===== src/design/smt_pkg.sv =====
`timescale 1ns / 1ps
`default_nettype none

package smt_pkg;

    localparam int MAX_WIDTH_DEF = 1024;

    localparam int PIXEL_W   = 8;
    localparam int CFG_W     = 11;
    localparam int GRAD_W    = 11;
    localparam int MAG_W     = 21;
    localparam int THR_SQ_W  = 22;
    localparam int APB_ADDR_W = 3;
    localparam int APB_DATA_W = 32;
    localparam int IN_DATA_W  = 8;
    localparam int OUT_DATA_W = 48;
    localparam int QUEUE_DEPTH = 2;

    // register index, taken from paddr[2]
    localparam logic REG_IMAGE_WIDTH    = 1'b0;
    localparam logic REG_EDGE_THRESHOLD = 1'b1;

    localparam logic [CFG_W-1:0] IMAGE_WIDTH_RST    = 11'd640;
    localparam logic [CFG_W-1:0] EDGE_THRESHOLD_RST = 11'd275;

    // interior window handed from front to back; the center pixel has no weight
    typedef struct packed {
        logic [PIXEL_W-1:0] p00;
        logic [PIXEL_W-1:0] p01;
        logic [PIXEL_W-1:0] p02;
        logic [PIXEL_W-1:0] p10;
        logic [PIXEL_W-1:0] p12;
        logic [PIXEL_W-1:0] p20;
        logic [PIXEL_W-1:0] p21;
        logic [PIXEL_W-1:0] p22;
        logic               last;
    } win_t;

endpackage

`default_nettype wire


===== src/design/smt_queue.sv =====
`timescale 1ns / 1ps
`default_nettype none

module smt_queue
    import smt_pkg::*;
(
    input  wire logic clk,
    input  wire logic rst_n,
    input  wire logic push,
    input  win_t      push_data,
    output logic      full,
    output logic      pop_valid,
    input  wire logic pop,
    output win_t      pop_data
);

    localparam int PW = $clog2(QUEUE_DEPTH);

    win_t            entry_reg [QUEUE_DEPTH];
    logic [PW-1:0]   wr_ptr_reg, rd_ptr_reg;
    logic [PW:0]     count_reg, count_next;
    logic            do_pop;

    assign full      = (count_reg == (PW+1)'(QUEUE_DEPTH));
    assign pop_valid = (count_reg != '0);
    assign pop_data  = entry_reg[rd_ptr_reg];
    assign do_pop    = pop && pop_valid;

    always_comb
    begin
        count_next = count_reg;
        if (push && !do_pop)
        begin
            count_next = count_reg + (PW+1)'(1);
        end
        else if (!push && do_pop)
        begin
            count_next = count_reg - (PW+1)'(1);
        end
    end

    always_ff @(posedge clk or negedge rst_n)
    begin
        if (!rst_n)
        begin
            wr_ptr_reg <= '0;
            rd_ptr_reg <= '0;
            count_reg  <= '0;
        end
        else
        begin
            count_reg <= count_next;
            if (push)
            begin
                wr_ptr_reg <= (wr_ptr_reg == PW'(QUEUE_DEPTH - 1)) ? '0 : wr_ptr_reg + PW'(1);
            end
            if (do_pop)
            begin
                rd_ptr_reg <= (rd_ptr_reg == PW'(QUEUE_DEPTH - 1)) ? '0 : rd_ptr_reg + PW'(1);
            end
        end
    end

    always_ff @(posedge clk)
    begin
        if (push)
        begin
            entry_reg[wr_ptr_reg] <= push_data;
        end
    end

endmodule

`default_nettype wire


===== config.mk =====
export PLATFORM = sky130hd
export DESIGN_NAME = smt_queue
export DESIGN_NICKNAME = d
export VERILOG_FILES = /design/src/design/smt_pkg.sv /design/src/design/smt_queue.sv
export SDC_FILE = /design/constraint.sdc
export NUM_CORES = 1
export LEC_CHECK = 0
export ABC_AREA = 0
export BUFFER_PORTS_ARGS = -buffer_cell sky130_fd_sc_hd__buf_2
export CAP_MARGIN = 30
export CORE_ASPECT_RATIO = 1.1
export CORE_MARGIN = 2
export CORE_UTILIZATION = 56
export CTS_CLUSTER_DIAMETER = 30
export DETAILED_ROUTE_END_ITERATION = 10
export PLACE_DENSITY = 0.94
export SLEW_MARGIN = 20
export SYNTH_ARGS = -nofsm -noshare
export SYNTH_HDL_FRONTEND = slang
export SYNTH_SLANG_ARGS = --single-unit

===== constraint.sdc =====
create_clock -name clk -period 10.4 [get_ports clk]
set_input_delay 3.12 -clock clk [delete_from_list [all_inputs] [get_ports clk]]
set_output_delay 3.12 -clock clk [all_outputs]
set_load 0.005 [all_outputs]

; ---- Yosys cells after proc, flatten, opt, wreduce, memory -nomap -nowiden
; Memory sizes are Yosys's and may differ from the RTL's.
; Cells that the tools add are included.
[word_totals]
input_bits = 69
wordCells = 22
regBits = 4
output_inout_bits = 67
memories = 1
mem_bits_rw = 130
[classes]
n_eq_ne = 1
addsub = 4
n_reduce_logical = 7
muxes = 6
[memory_table]
columns = name, depth, width, read_ports, rd_clocked_by_memory_dff, wr, line
row1 = entry_reg, 2, 65, 1, 0, 1, smt_queue.sv:19  ; win_t entry_reg [QUEUE_DEPTH];
[op_table]
columns = cell, count
row1 = $mux W1, 4
row2 = $mux W2, 2
row3 = $reduce_bool A2 Y1, 2
row4 = $logic_and A1 B1 Y1, 3
row5 = $add A1 B1 Y1 const B, 2
row6 = $add A2 B1 Y2 const B, 1
row7 = $eq A2 B2 Y1 const B, 1
row8 = $logic_not A1 Y1, 2
row9 = $sub A2 B1 Y2 const B, 1

; ---- Longest topological paths before layout
[depth]
depth_word = 5
depth_mapped = 6
depth_no_buf = 6

; ---- Least setup slack after synthesis
; Ideal clock, no wire load.
[synth_timing]
kind = input-to-reg
start = input port push
end = memory entry_reg[0][0] (netlist name) (enable)
required_time_ns = 9.904
setup_slack_ns = 3.927
t_arrival_ns = 5.977
path_buffers = 0
path_stages = 1
path_cell_list = nor2b_1
[synth_between]
elab_chain_len = 2
[synth_lines]
columns = element, line
row1 = from (decl), smt_queue.sv:9  ; input wire logic push,
row2 = $mux W1, smt_queue.sv:66  ; if (push)
row3 = $mux W1 (not written as such), smt_queue.sv:68  ; entry_reg[wr_ptr_reg] <= push_data;
row4 = to (decl), smt_queue.sv:19
; No other way between the ends.

==> flow_metrics.tcl <==
set metrics [dict create \
    status "complete, no violations" \
    yosysTopAreaCell "edfxtp_1" \
    cts-root-buf "clkbuf_8" \
    core_sq_um 8830 \
    p_comb_frac 0.246 \
    synth_seq_cells 134 \
    clkSinkCount 134 \
    power_frac_clock 0.335 \
    fillCellCount 543 \
    io_pins 136 \
    utilization 0.733 \
    routed_wl_mm 8.28 \
    slew_headroom 0.457 \
    clk_pin_slew_ns 0.06 \
    gp_congestion 0.671 \
    nNetsFinal 438 \
    cp_max_fo 44 \
    period_minus_slack_ns 5.20 \
    h-tree-depth 4 \
    vias 2467 \
    drc 0 \
    ys_seq_area_frac 0.794 \
    dieHeight_um 104 \
    hp-class "flip-flop to flip-flop" \
    fp.dieW_um 94.5 \
    postRouteAntennaNets 0 \
    synth_nets 288 \
    clock_skew_ns 0.00815 \
    swShare 0.245 \
    setup_viol 0 \
    ctsHoldBuffers 0 \
    area_growth_pct 28.4 \
    cts.repair.resized 0 \
    rrSetupSlack_ns 8.35 \
    synth_area_sq_um 5040 \
    reg2reg_depth 2 \
    pre_cts_ws_ns 5.47 \
    netSwitchingPower_mw 0.452 \
    fmax_mhz 192 \
    intPower_mw 1.39 \
    start_util 0.571 \
    overflow 0 \
    antenna_found_initial 0 \
    grt_usage 0.181 \
    critPathLaunchType "flip-flop" \
    holdPathStages 1 \
    routedWlPerCell_um 16.7 \
    clk-insertion-delay-late_ns 0.51 \
    hpwl_mm 5.48 \
    crit_type "flip-flop to primary output" \
    slew_violations 0 \
    yosysWarnings 0 \
    clockBufferDepth 2 \
    largest_reg_flops 130 \
    cts_tree "done" \
    pwr-share-seq 0.419 \
    drive_above_1_share 0.619 \
    layout_commonest_cell "buf_2" \
    drtIter0Drc 140 \
    dieArea_sq_um 9780 \
    avgSynthCellArea_sq_um 23.1 \
    arrival_ns 2.08 \
    grt_max_degree 45 \
    mostFrequentLayoutCells "135 x buf_2, 130 x edfxtp_1, 40 x mux2_4" \
    rows 36 \
    yosys-top-cells-area "edfxtp_1 77%, mux2_4 12%, mux2_2 5.6%" \
    worstPathRequired_ns 7.28 \
    n_antenna_cell 0 \
    drv_cap 0 \
    first_pass_iters 4 \
    numPortBuffers 135 \
    vias_per_cell 4.98 \
    hold_violations 0 \
    min_period_over_period 0.500 \
    p_total_mw 1.84 \
    fin_ws_ns 5.20 \
    setup_tns_ns 0 \
    ir_worst_vdd_mv 0.232 \
    grt_pass1_vias 2644 \
    postCtsSetupBuffers 0 \
    numCtsBuffers 17 \
    rsz0062_at_grt "false" \
    max_slew.worst_pin.slew_ns 0.812 \
    synth_top_area_frac 0.774 \
    p_per_area_nw_per_um2 284 \
    grt_pass1_wl_mm 12.9 \
    worst_setup_path_end_kind "primary output" \
    netlist_instances 218 \
    yosys.cell_types.count 14 \
    p_leak_nw 2.59 \
]
worst max-delay path, cell delays in order (launching register included):
cell	delay [ns]
dfrtp_4	0.69
buf_16	0.31
mux2_2	0.39
buf_2	0.13
logic make-up (layout without fill, tap and decap cells):
group,Yosys count,after routing,synth area share
adder cells (fa/ha/maj),1,1,0.00248
XOR/XNOR,5,5,0.00869
buffers and inverters,7,170,0.0132
flip-flops,134,134,0.794
AND/OR/NAND/NOR,6,6,0.00645
multiplexers,65,65,0.175
stage by stage:
step           std cells  instance area, sq um  hold WS, ns
2_1_floorplan        218                  5040        0.447
3_3_place_gp         462                  5820        0.477
3_5_place_dp         463                  5850        0.512
4_1_cts              495                  6470        0.513
5_1_grt              495                  6470        0.525
6_report             495                  6470        0.522
per-layer routing:
metal	track usage	vias up	part of all wire
li1	-	1163	-
met1	0.199	1200	0.37
met2	0.317	98	0.56
met3	0.0676	6	0.066
met4	0.0621	0	0.0066
met5	0	-	0
final timing paths:
check,endpoint,start
setup / recovery,pop_data[49],rd_ptr_reg
hold / removal,count_reg[1],count_reg[1]
setup reg to reg,entry_reg[0][29],wr_ptr_reg
hold reg to reg,count_reg[1],count_reg[1]
max in group asynchronous,rd_ptr_reg,rst_n
min in group asynchronous,wr_ptr_reg,rst_n
cell type report:
| type | count | area (sq um) | share of cell area |
|---|---|---|---|
| flip-flops and latches | 134 | 4010 | 0.619 |
| clock buffers | 19 | 422 | 0.0651 |
| well taps | 114 | 143 | 0.0220 |
| repair buffers | 138 | 718 | 0.111 |
| multi-input cells | 77 | 980 | 0.151 |
| clock inverters | 13 | 205 | 0.0317 |
Yosys cell counts:
| cell type | n |
|---|---|
| nor2b_1 | 2 |
| mux2_2 | 25 |
| ha_1 | 1 |
| mux2_4 | 40 |
| buf_6 | 5 |
| nor2_1 | 1 |
| nand2_1 | 1 |
| and2_1 | 1 |
| xnor2_1 | 2 |
| dfrtp_1 | 4 |
| or2_2 | 1 |
| edfxtp_1 | 130 |
| xor2_1 | 3 |
| buf_2 | 2 |
power groups by stage:
stage | combinational [mW] | clock (mW) | sequential (mW)
floorplan | 0.322 | 0 | 0.757
global placement | 0.404 | 0 | 0.813
detailed placement | 0.459 | 0 | 0.786
CTS | 0.461 | 0.631 | 0.774
global route | 0.492 | 0.653 | 0.783
finish | 0.452 | 0.617 | 0.772
Power figures use the tool's default switching activity.
