<file path="src/design/smt_pkg.sv">
`timescale 1ns / 1ps
`default_nettype none

package smt_pkg;

    localparam int MAX_WIDTH_DEF = 1024;

    localparam int PIXEL_W   = 8;
    localparam int CFG_W     = 11;
    localparam int GRAD_W    = 11;
    localparam int MAG_W     = 21;
    localparam int THR_SQ_W  = 22;
    localparam int APB_ADDR_W = 3;
    localparam int APB_DATA_W = 32;
    localparam int IN_DATA_W  = 8;
    localparam int OUT_DATA_W = 48;
    localparam int QUEUE_DEPTH = 2;

    // register index, taken from paddr[2]
    localparam logic REG_IMAGE_WIDTH    = 1'b0;
    localparam logic REG_EDGE_THRESHOLD = 1'b1;

    localparam logic [CFG_W-1:0] IMAGE_WIDTH_RST    = 11'd640;
    localparam logic [CFG_W-1:0] EDGE_THRESHOLD_RST = 11'd275;

    // interior window handed from front to back; the center pixel has no weight
    typedef struct packed {
        logic [PIXEL_W-1:0] p00;
        logic [PIXEL_W-1:0] p01;
        logic [PIXEL_W-1:0] p02;
        logic [PIXEL_W-1:0] p10;
        logic [PIXEL_W-1:0] p12;
        logic [PIXEL_W-1:0] p20;
        logic [PIXEL_W-1:0] p21;
        logic [PIXEL_W-1:0] p22;
        logic               last;
    } win_t;

endpackage

`default_nettype wire

</file>
<file path="src/design/smt_back.sv">
`timescale 1ns / 1ps
`default_nettype none

module smt_back
    import smt_pkg::*;
(
    input  wire logic                    clk,
    input  wire logic                    rst_n,
    input  wire logic [CFG_W-1:0]        edge_threshold,
    input  wire logic                    win_valid,
    output logic                         win_pop,
    input  win_t                         win,
    output logic                         out_valid,
    input  wire logic                    out_ready,
    output logic signed [GRAD_W-1:0]     grad_x,
    output logic signed [GRAD_W-1:0]     grad_y,
    output logic        [MAG_W-1:0]      magnitude_sq,
    output logic                         edge_flag,
    output logic                         last_of_frame
);

    localparam int SW = GRAD_W - 1;

    logic [THR_SQ_W-1:0] thr_ext;
    logic [THR_SQ_W-1:0] thr_sq_reg;

    logic [SW-1:0] gx_pos, gx_neg, gy_pos, gy_neg;

    logic                     v1_reg, v2_reg, v3_reg;
    logic                     rdy1, rdy2, rdy3;
    logic signed [GRAD_W-1:0] gx1_reg, gy1_reg, gx2_reg, gy2_reg;
    logic                     last1_reg, last2_reg;
    logic signed [2*GRAD_W-1:0] gx_prod, gy_prod;
    logic [MAG_W-1:0]         sqx_reg, sqy_reg;
    logic [MAG_W-1:0]         mag_sum;

    logic signed [GRAD_W-1:0] gx_out_reg, gy_out_reg;
    logic [MAG_W-1:0]         mag_out_reg;
    logic                     edge_out_reg, last_out_reg;

    assign thr_ext = THR_SQ_W'(edge_threshold);

    // elastic pipeline: a stage moves when the one after it is empty or moving
    assign rdy3    = !v3_reg || out_ready;
    assign rdy2    = !v2_reg || rdy3;
    assign rdy1    = !v1_reg || rdy2;
    assign win_pop = win_valid && rdy1;

    assign gx_pos = SW'(win.p02) + SW'({win.p12, 1'b0}) + SW'(win.p22);
    assign gx_neg = SW'(win.p00) + SW'({win.p10, 1'b0}) + SW'(win.p20);
    assign gy_pos = SW'(win.p20) + SW'({win.p21, 1'b0}) + SW'(win.p22);
    assign gy_neg = SW'(win.p00) + SW'({win.p01, 1'b0}) + SW'(win.p02);

    assign gx_prod = gx1_reg * gx1_reg;
    assign gy_prod = gy1_reg * gy1_reg;
    assign mag_sum = sqx_reg + sqy_reg;

    always_ff @(posedge clk or negedge rst_n)
    begin
        if (!rst_n)
        begin
            v1_reg <= 1'b0;
            v2_reg <= 1'b0;
            v3_reg <= 1'b0;
        end
        else
        begin
            if (rdy1)
            begin
                v1_reg <= win_valid;
            end
            if (rdy2)
            begin
                v2_reg <= v1_reg;
            end
            if (rdy3)
            begin
                v3_reg <= v2_reg;
            end
        end
    end

    always_ff @(posedge clk)
    begin
        thr_sq_reg <= thr_ext * thr_ext;
        if (win_pop)
        begin
            gx1_reg   <= $signed({1'b0, gx_pos}) - $signed({1'b0, gx_neg});
            gy1_reg   <= $signed({1'b0, gy_pos}) - $signed({1'b0, gy_neg});
            last1_reg <= win.last;
        end
        if (rdy2 && v1_reg)
        begin
            sqx_reg   <= MAG_W'(gx_prod);
            sqy_reg   <= MAG_W'(gy_prod);
            gx2_reg   <= gx1_reg;
            gy2_reg   <= gy1_reg;
            last2_reg <= last1_reg;
        end
        if (rdy3 && v2_reg)
        begin
            gx_out_reg   <= gx2_reg;
            gy_out_reg   <= gy2_reg;
            mag_out_reg  <= mag_sum;
            edge_out_reg <= ({1'b0, mag_sum} >= thr_sq_reg);
            last_out_reg <= last2_reg;
        end
    end

    assign out_valid     = v3_reg;
    assign grad_x        = gx_out_reg;
    assign grad_y        = gy_out_reg;
    assign magnitude_sq  = mag_out_reg;
    assign edge_flag     = edge_out_reg;
    assign last_of_frame = last_out_reg;

endmodule

`default_nettype wire
</file>
<file path="config.mk">
export PLATFORM = sky130hd
export DESIGN_NAME = smt_back
export DESIGN_NICKNAME = d
export VERILOG_FILES = /design/src/design/smt_pkg.sv /design/src/design/smt_back.sv
export SDC_FILE = /design/constraint.sdc
export NUM_CORES = 1
export LEC_CHECK = 0
export ABC_AREA = 1
export BUFFER_PORTS_ARGS = -buffer_cell sky130_fd_sc_hd__buf_2
export CAP_MARGIN = 20
export CELL_PAD_IN_SITES_DETAIL_PLACEMENT = 1
export CELL_PAD_IN_SITES_GLOBAL_PLACEMENT = 2
export CORE_MARGIN = 2
export CORE_UTILIZATION = 39
export CTS_CLUSTER_SIZE = 30
export DETAILED_ROUTE_END_ITERATION = 8
export GPL_TIMING_DRIVEN = 0
export MAX_ROUTING_LAYER = met4
export PLACE_DENSITY = 0.81
export SYNTH_ARGS = -nofsm -noshare
export SYNTH_HDL_FRONTEND = slang
export SYNTH_SLANG_ARGS = --single-unit
</file>
<file path="constraint.sdc">
create_clock -name clk -period 6.5 [get_ports clk]
set_input_delay 1.3 -clock clk [delete_from_list [all_inputs] [get_ports clk]]
set_output_delay 1.3 -clock clk [all_outputs]
set_load 0.02 [all_outputs]
</file>
# [Word level (Yosys, flattened, before mapping)]
# Cells that the tools add are included.
# Widths: inputs -> output; s select.
[word_totals] reg_bits=158 input_bits=80 out_inout_bits=47 elab_cells=41
[classes] addsub=11 multipliers=3 magnitude_cmp=1 n_reduce_logical=9
[op_table] cell="$mul 11x11->21" n=2
[op_table] cell="$add 10x8->10" n=4
[op_table] cell="$add 8x9->10" n=4
[op_table] cell="$ge 21x22->1" n=1
[op_table] cell="$mul 11x11->22" n=1
[op_table] cell="$sub 10x10->11" n=2
[op_table] cell="$add 21x21->21" n=1
[op_table] cell="$logic_and 1x1->1" n=3
[op_table] cell="$logic_not 1->1" n=3
[op_table] cell="$logic_or 1x1->1" n=3

# [Logic depth before layout (Yosys ltp)]
[depth] ltp_word=5 ltp_mapped=22 depth_no_buf=22

# [Worst setup path after synthesis]
# Ideal clock, no wire load.
[synth_path] kind="input port to flip-flop" from="input edge_threshold[4]" to="register thr_sq_reg[16]" setup_time_ps=112 t_arrival_ps=5292 required_ps=6388 slack_ps=1096 stages=21 path_buffers=1 path_cell_list="clkbuf_1 nand2_1 fa_1 inv_1 fa_1 inv_1 fa_1 inv_1 fa_1 inv_1 fa_1 inv_1 ha_1 nand2_1 nand2_1 a21oi_1 nor2_1 nor2_1 nand2_1 nand2_1 nand2_1"
[synth_via] elab_chain_cells=1
[synth_rtl] element="start: declaration" line_no="smt_back.sv:9" source="input wire logic [CFG_W-1:0] edge_threshold,"
[synth_rtl] element="$mul 11x11->22" line_no="smt_back.sv:85" source="thr_sq_reg <= thr_ext * thr_ext;"
[synth_rtl] element="end signal: assignment" line_no="smt_back.sv:85"
[synth_rtl] element="end: declaration" line_no="smt_back.sv:25" source="logic [THR_SQ_W-1:0] thr_sq_reg;"
# No other way between the ends.
# A chain may end at the register's enable or synchronous reset.

# [Final worst setup path]
[layout_path] from="register gx1_reg[2]" to="register sqx_reg[19], data pin"
[layout_via] elab_chain_cells=1
[layout_rtl] element="start: declaration" line_no="smt_back.sv:31" source="logic signed [GRAD_W-1:0] gx1_reg, gy1_reg, gx2_reg, gy2_reg;"
[layout_rtl] element="start signal: assignment" line_no="smt_back.sv:88" source="gx1_reg <= $signed({1'b0, gx_pos}) - $signed({1'b0, gx_neg});"
[layout_rtl] element="$mul 11x11->21" line_no="smt_back.sv:54" source="assign gx_prod = gx1_reg * gx1_reg;"
[layout_rtl] element="named net gx_prod[19]" line_no="smt_back.sv:33" source="logic signed [2*GRAD_W-1:0] gx_prod, gy_prod;"
[layout_rtl] element="end signal: assignment" line_no="smt_back.sv:94" source="sqx_reg <= MAG_W'(gx_prod);"
[layout_rtl] element="end: declaration" line_no="smt_back.sv:34" source="logic [MAG_W-1:0] sqx_reg, sqy_reg;"
# The timed path passes the listed nets, and every way through them passes these cells.

==> results.md <==
* Worst skew pair latency at between 0.4 and 0.5 ns
* DP HPWL at about 47000 µm
* R2R Path End: sqx_reg[19]
* Pre-CTS WS at 0.335 ns
* Final hold vios at 0
* Reg2Reg Setup Slack at 0.78 ns
* Die area at about 55000 µm²
* Fin util at 0.435
* TNS Setup at 0 ns
* Status: finished clean
* Setup Fix Bufs, Post-CTS at 0
* Root Driver: clkbuf_16
* H-tree levels at 4
* Core area at 52700 µm²
* TritonCTS Buffers at 17
* Worst Path Required at about 6.7 ns
* Via density at ~4.7
* CTS Sinks at approximately 150
* Final setup skew at roughly 0.009 ns
* Vias in the first global route at between 15000 and 20000
* R2r worst-path depth at 17
* Crit Path Class: register to register
* Min setup slack post-route at roughly 0.8 ns
* Final Critical Period at approximately 5.7 ns
* Wire per inst at about 16 µm
* Post-CTS resize count at 0
* Max Cap Violations at 0
* Initial Utilization at 0.395
* Syn_area_per_cell at between 8 and 9 µm²
* Post-synthesis sequential area ratio at 0.210
* Layout cells sized above 1 at 0.0852
* Antenna violations before repair at 3
* Mapped Cells at around 2400
* Clock-pin transition on the worst setup and hold timing paths at ~0.070 ns
* Period utilization at 0.879
* Largest net degree at the start of global routing at 35
* Ys async rst share at 0.0196
* Clock tree buffer depth at 2
* Via count at between 15000 and 20000
* 1st-iter DRT viols at 457
* CP endpoint kind: register
* Critical path peak fanout at 10
* Launching point of the worst reg2reg path: gx1_reg[2]
* Worst min path class: register to register
* EDFF count, synth at approximately 130
* Cell variety after synth at between 40 and 50
* Critical path capture point: sqx_reg[19]
* Critical Path Start: gx1_reg[2]
* Post-synthesis net count at between 3000 and 4000
* Remaining DRCs at 0
* Aggregate routed wire length at roughly 54000 µm
* # rows at 84
* DIE WIDTH at roughly 230 µm
* Fmax at around 0.17 GHz
* First-pass GRT wire length at around 90000 µm
* Slew headroom at 0.426
* Ys flop type: edfxtp_1
* Fill cells at between 6000 and 7000
* TritonCTS clock tree: yes
* Cell area after synthesis at roughly 21000 µm²
* Nets at between 3000 and 4000
* Antenna-violating nets left at 0
* RSZ-0062 raised after global routing: no
* GPL Wtd Cong at 0.872
* Port Buf Inserts at between 100 and 150
* Chip Height at between 200 and 250 µm
* Pre-antenna DRT Iters at 6
* Tightest Pin Transition at 0.859 ns
* CTS hold repair buffers at 0
* Global Route Usage Sum at 0.212
* Endpoints failing setup at 0
* Slew Limit Fails at 0
* Gr ovfl total at 0
* Layout Area Growth over Synthesis at 10.3%
* Warnings from Yosys at 0
* Nature of the critical path startpoint: register
* Worst path arrival time at 5.93 ns
* Total I/O pin count at ~130
* Synth Register Bits at 153
## worst min-delay path by stage
stage,end,cells after the start,startpoint,slack [ns]
3_5_place_dp,grad_x[6],0,gx2_reg[6],0.41
3_3_place_gp,grad_y[3],0,gy2_reg[3],0.40
5_1_grt,grad_y[6],0,gy2_reg[6],0.43
4_1_cts,grad_y[2],0,gy2_reg[2],0.42
6_report,grad_y[2],0,gy2_reg[2],0.42
2_1_floorplan,grad_x[10],0,gx2_reg[10],0.40
## final cells by class
class | count | area (µm²) | area share
Antenna cell | 2 | 5.00 | 0.000218
Clock buffer | 20 | 450 | 0.0197
Timing Repair Buffer | 130 | 706 | 0.0308
Multi-Input combinational cell | 1545 | 13700 | 0.598
Inverter | 685 | 2570 | 0.112
Buffer | 36 | 140 | 0.00612
Sequential cell | 153 | 4370 | 0.191
Clock inverter | 12 | 106 | 0.00464
Tap cell | 688 | 861 | 0.0376
## stage by stage
| stage | hold slack, ns | area (µm²) | std cells |
|---|---|---|---|
| 4_1_cts | 0.421 | 22900 | 3268 |
| 5_1_grt | 0.433 | 22900 | 3271 |
| 2_1_floorplan | 0.400 | 20800 | 2419 |
| 3_3_place_gp | 0.402 | 22300 | 3233 |
| 6_report | 0.419 | 22900 | 3271 |
| 3_5_place_dp | 0.406 | 22300 | 3236 |
## cell usage in the layout, fill, tap and decap left out, types with 48 or more instances in the layout
cell type / count
inv_1: 683
nand2_1: 562
fa_1: 323
ha_1: 201
buf_2: 130
edfxtp_1: 129
nor2_1: 116
nand3_1: 69
a21oi_1: 68
xor2_1: 48
## metal layers
metal	GRT usage	share of wire
met2	0.388	0.53
met5	-	0
met3	0.0296	0.030
met1	0.250	0.43
met4	0.0366	0.0096
## critical path, stage by stage (launching register included)
cell      delay, ns
edfxtp_1       0.65
clkbuf_1       0.49
nand2_1        0.27
fa_1           0.55
inv_1          0.05
fa_1           0.50
fa_1           0.54
fa_1           0.50
inv_1          0.05
fa_1           0.47
inv_1          0.04
ha_1           0.34
a21oi_1        0.36
o21ai_0        0.22
a21oi_1        0.21
nand2_1        0.07
nand2_1        0.06
nand2_1        0.08
## Yosys cell counts, drive strengths merged, types with 4 or more instances
library cell,number,share of area
inv,685,0.12
nand2,585,0.11
fa,323,0.31
ha,201,0.12
edfxtp,129,0.19
nor2,127,0.025
nand3,75,0.020
a21oi,73,0.018
xor2,48,0.020
clkbuf,32,0.0058
o21ai,23,0.0057
dfxtp,21,0.020
nand4,20,0.0060
xnor2,15,0.0063
o21bai,11,0.0040
or2,9,0.0027
a31oi,7,0.0021
and2,7,0.0022
nor3,7,0.0017
buf,4,0.00096
## cell families (layout without fill, tap and decap cells)
logic type / Yosys count / after routing / share of synthesized area
AND/OR/NAND/NOR: 836 / 836 / 0.167
AO/OA/AOI/OAI: 122 / 122 / 0.0330
flip-flops: 153 / 153 / 0.210
adder cells (fa/ha/maj): 524 / 524 / 0.432
buffers and inverters: 721 / 883 / 0.131
XOR/XNOR: 63 / 63 / 0.0266
other: 0 / 2 / 0
Power is left out: the tool's default activity adds up to more than one toggle a clock period on the data nets, which glitch-free logic cannot reach.
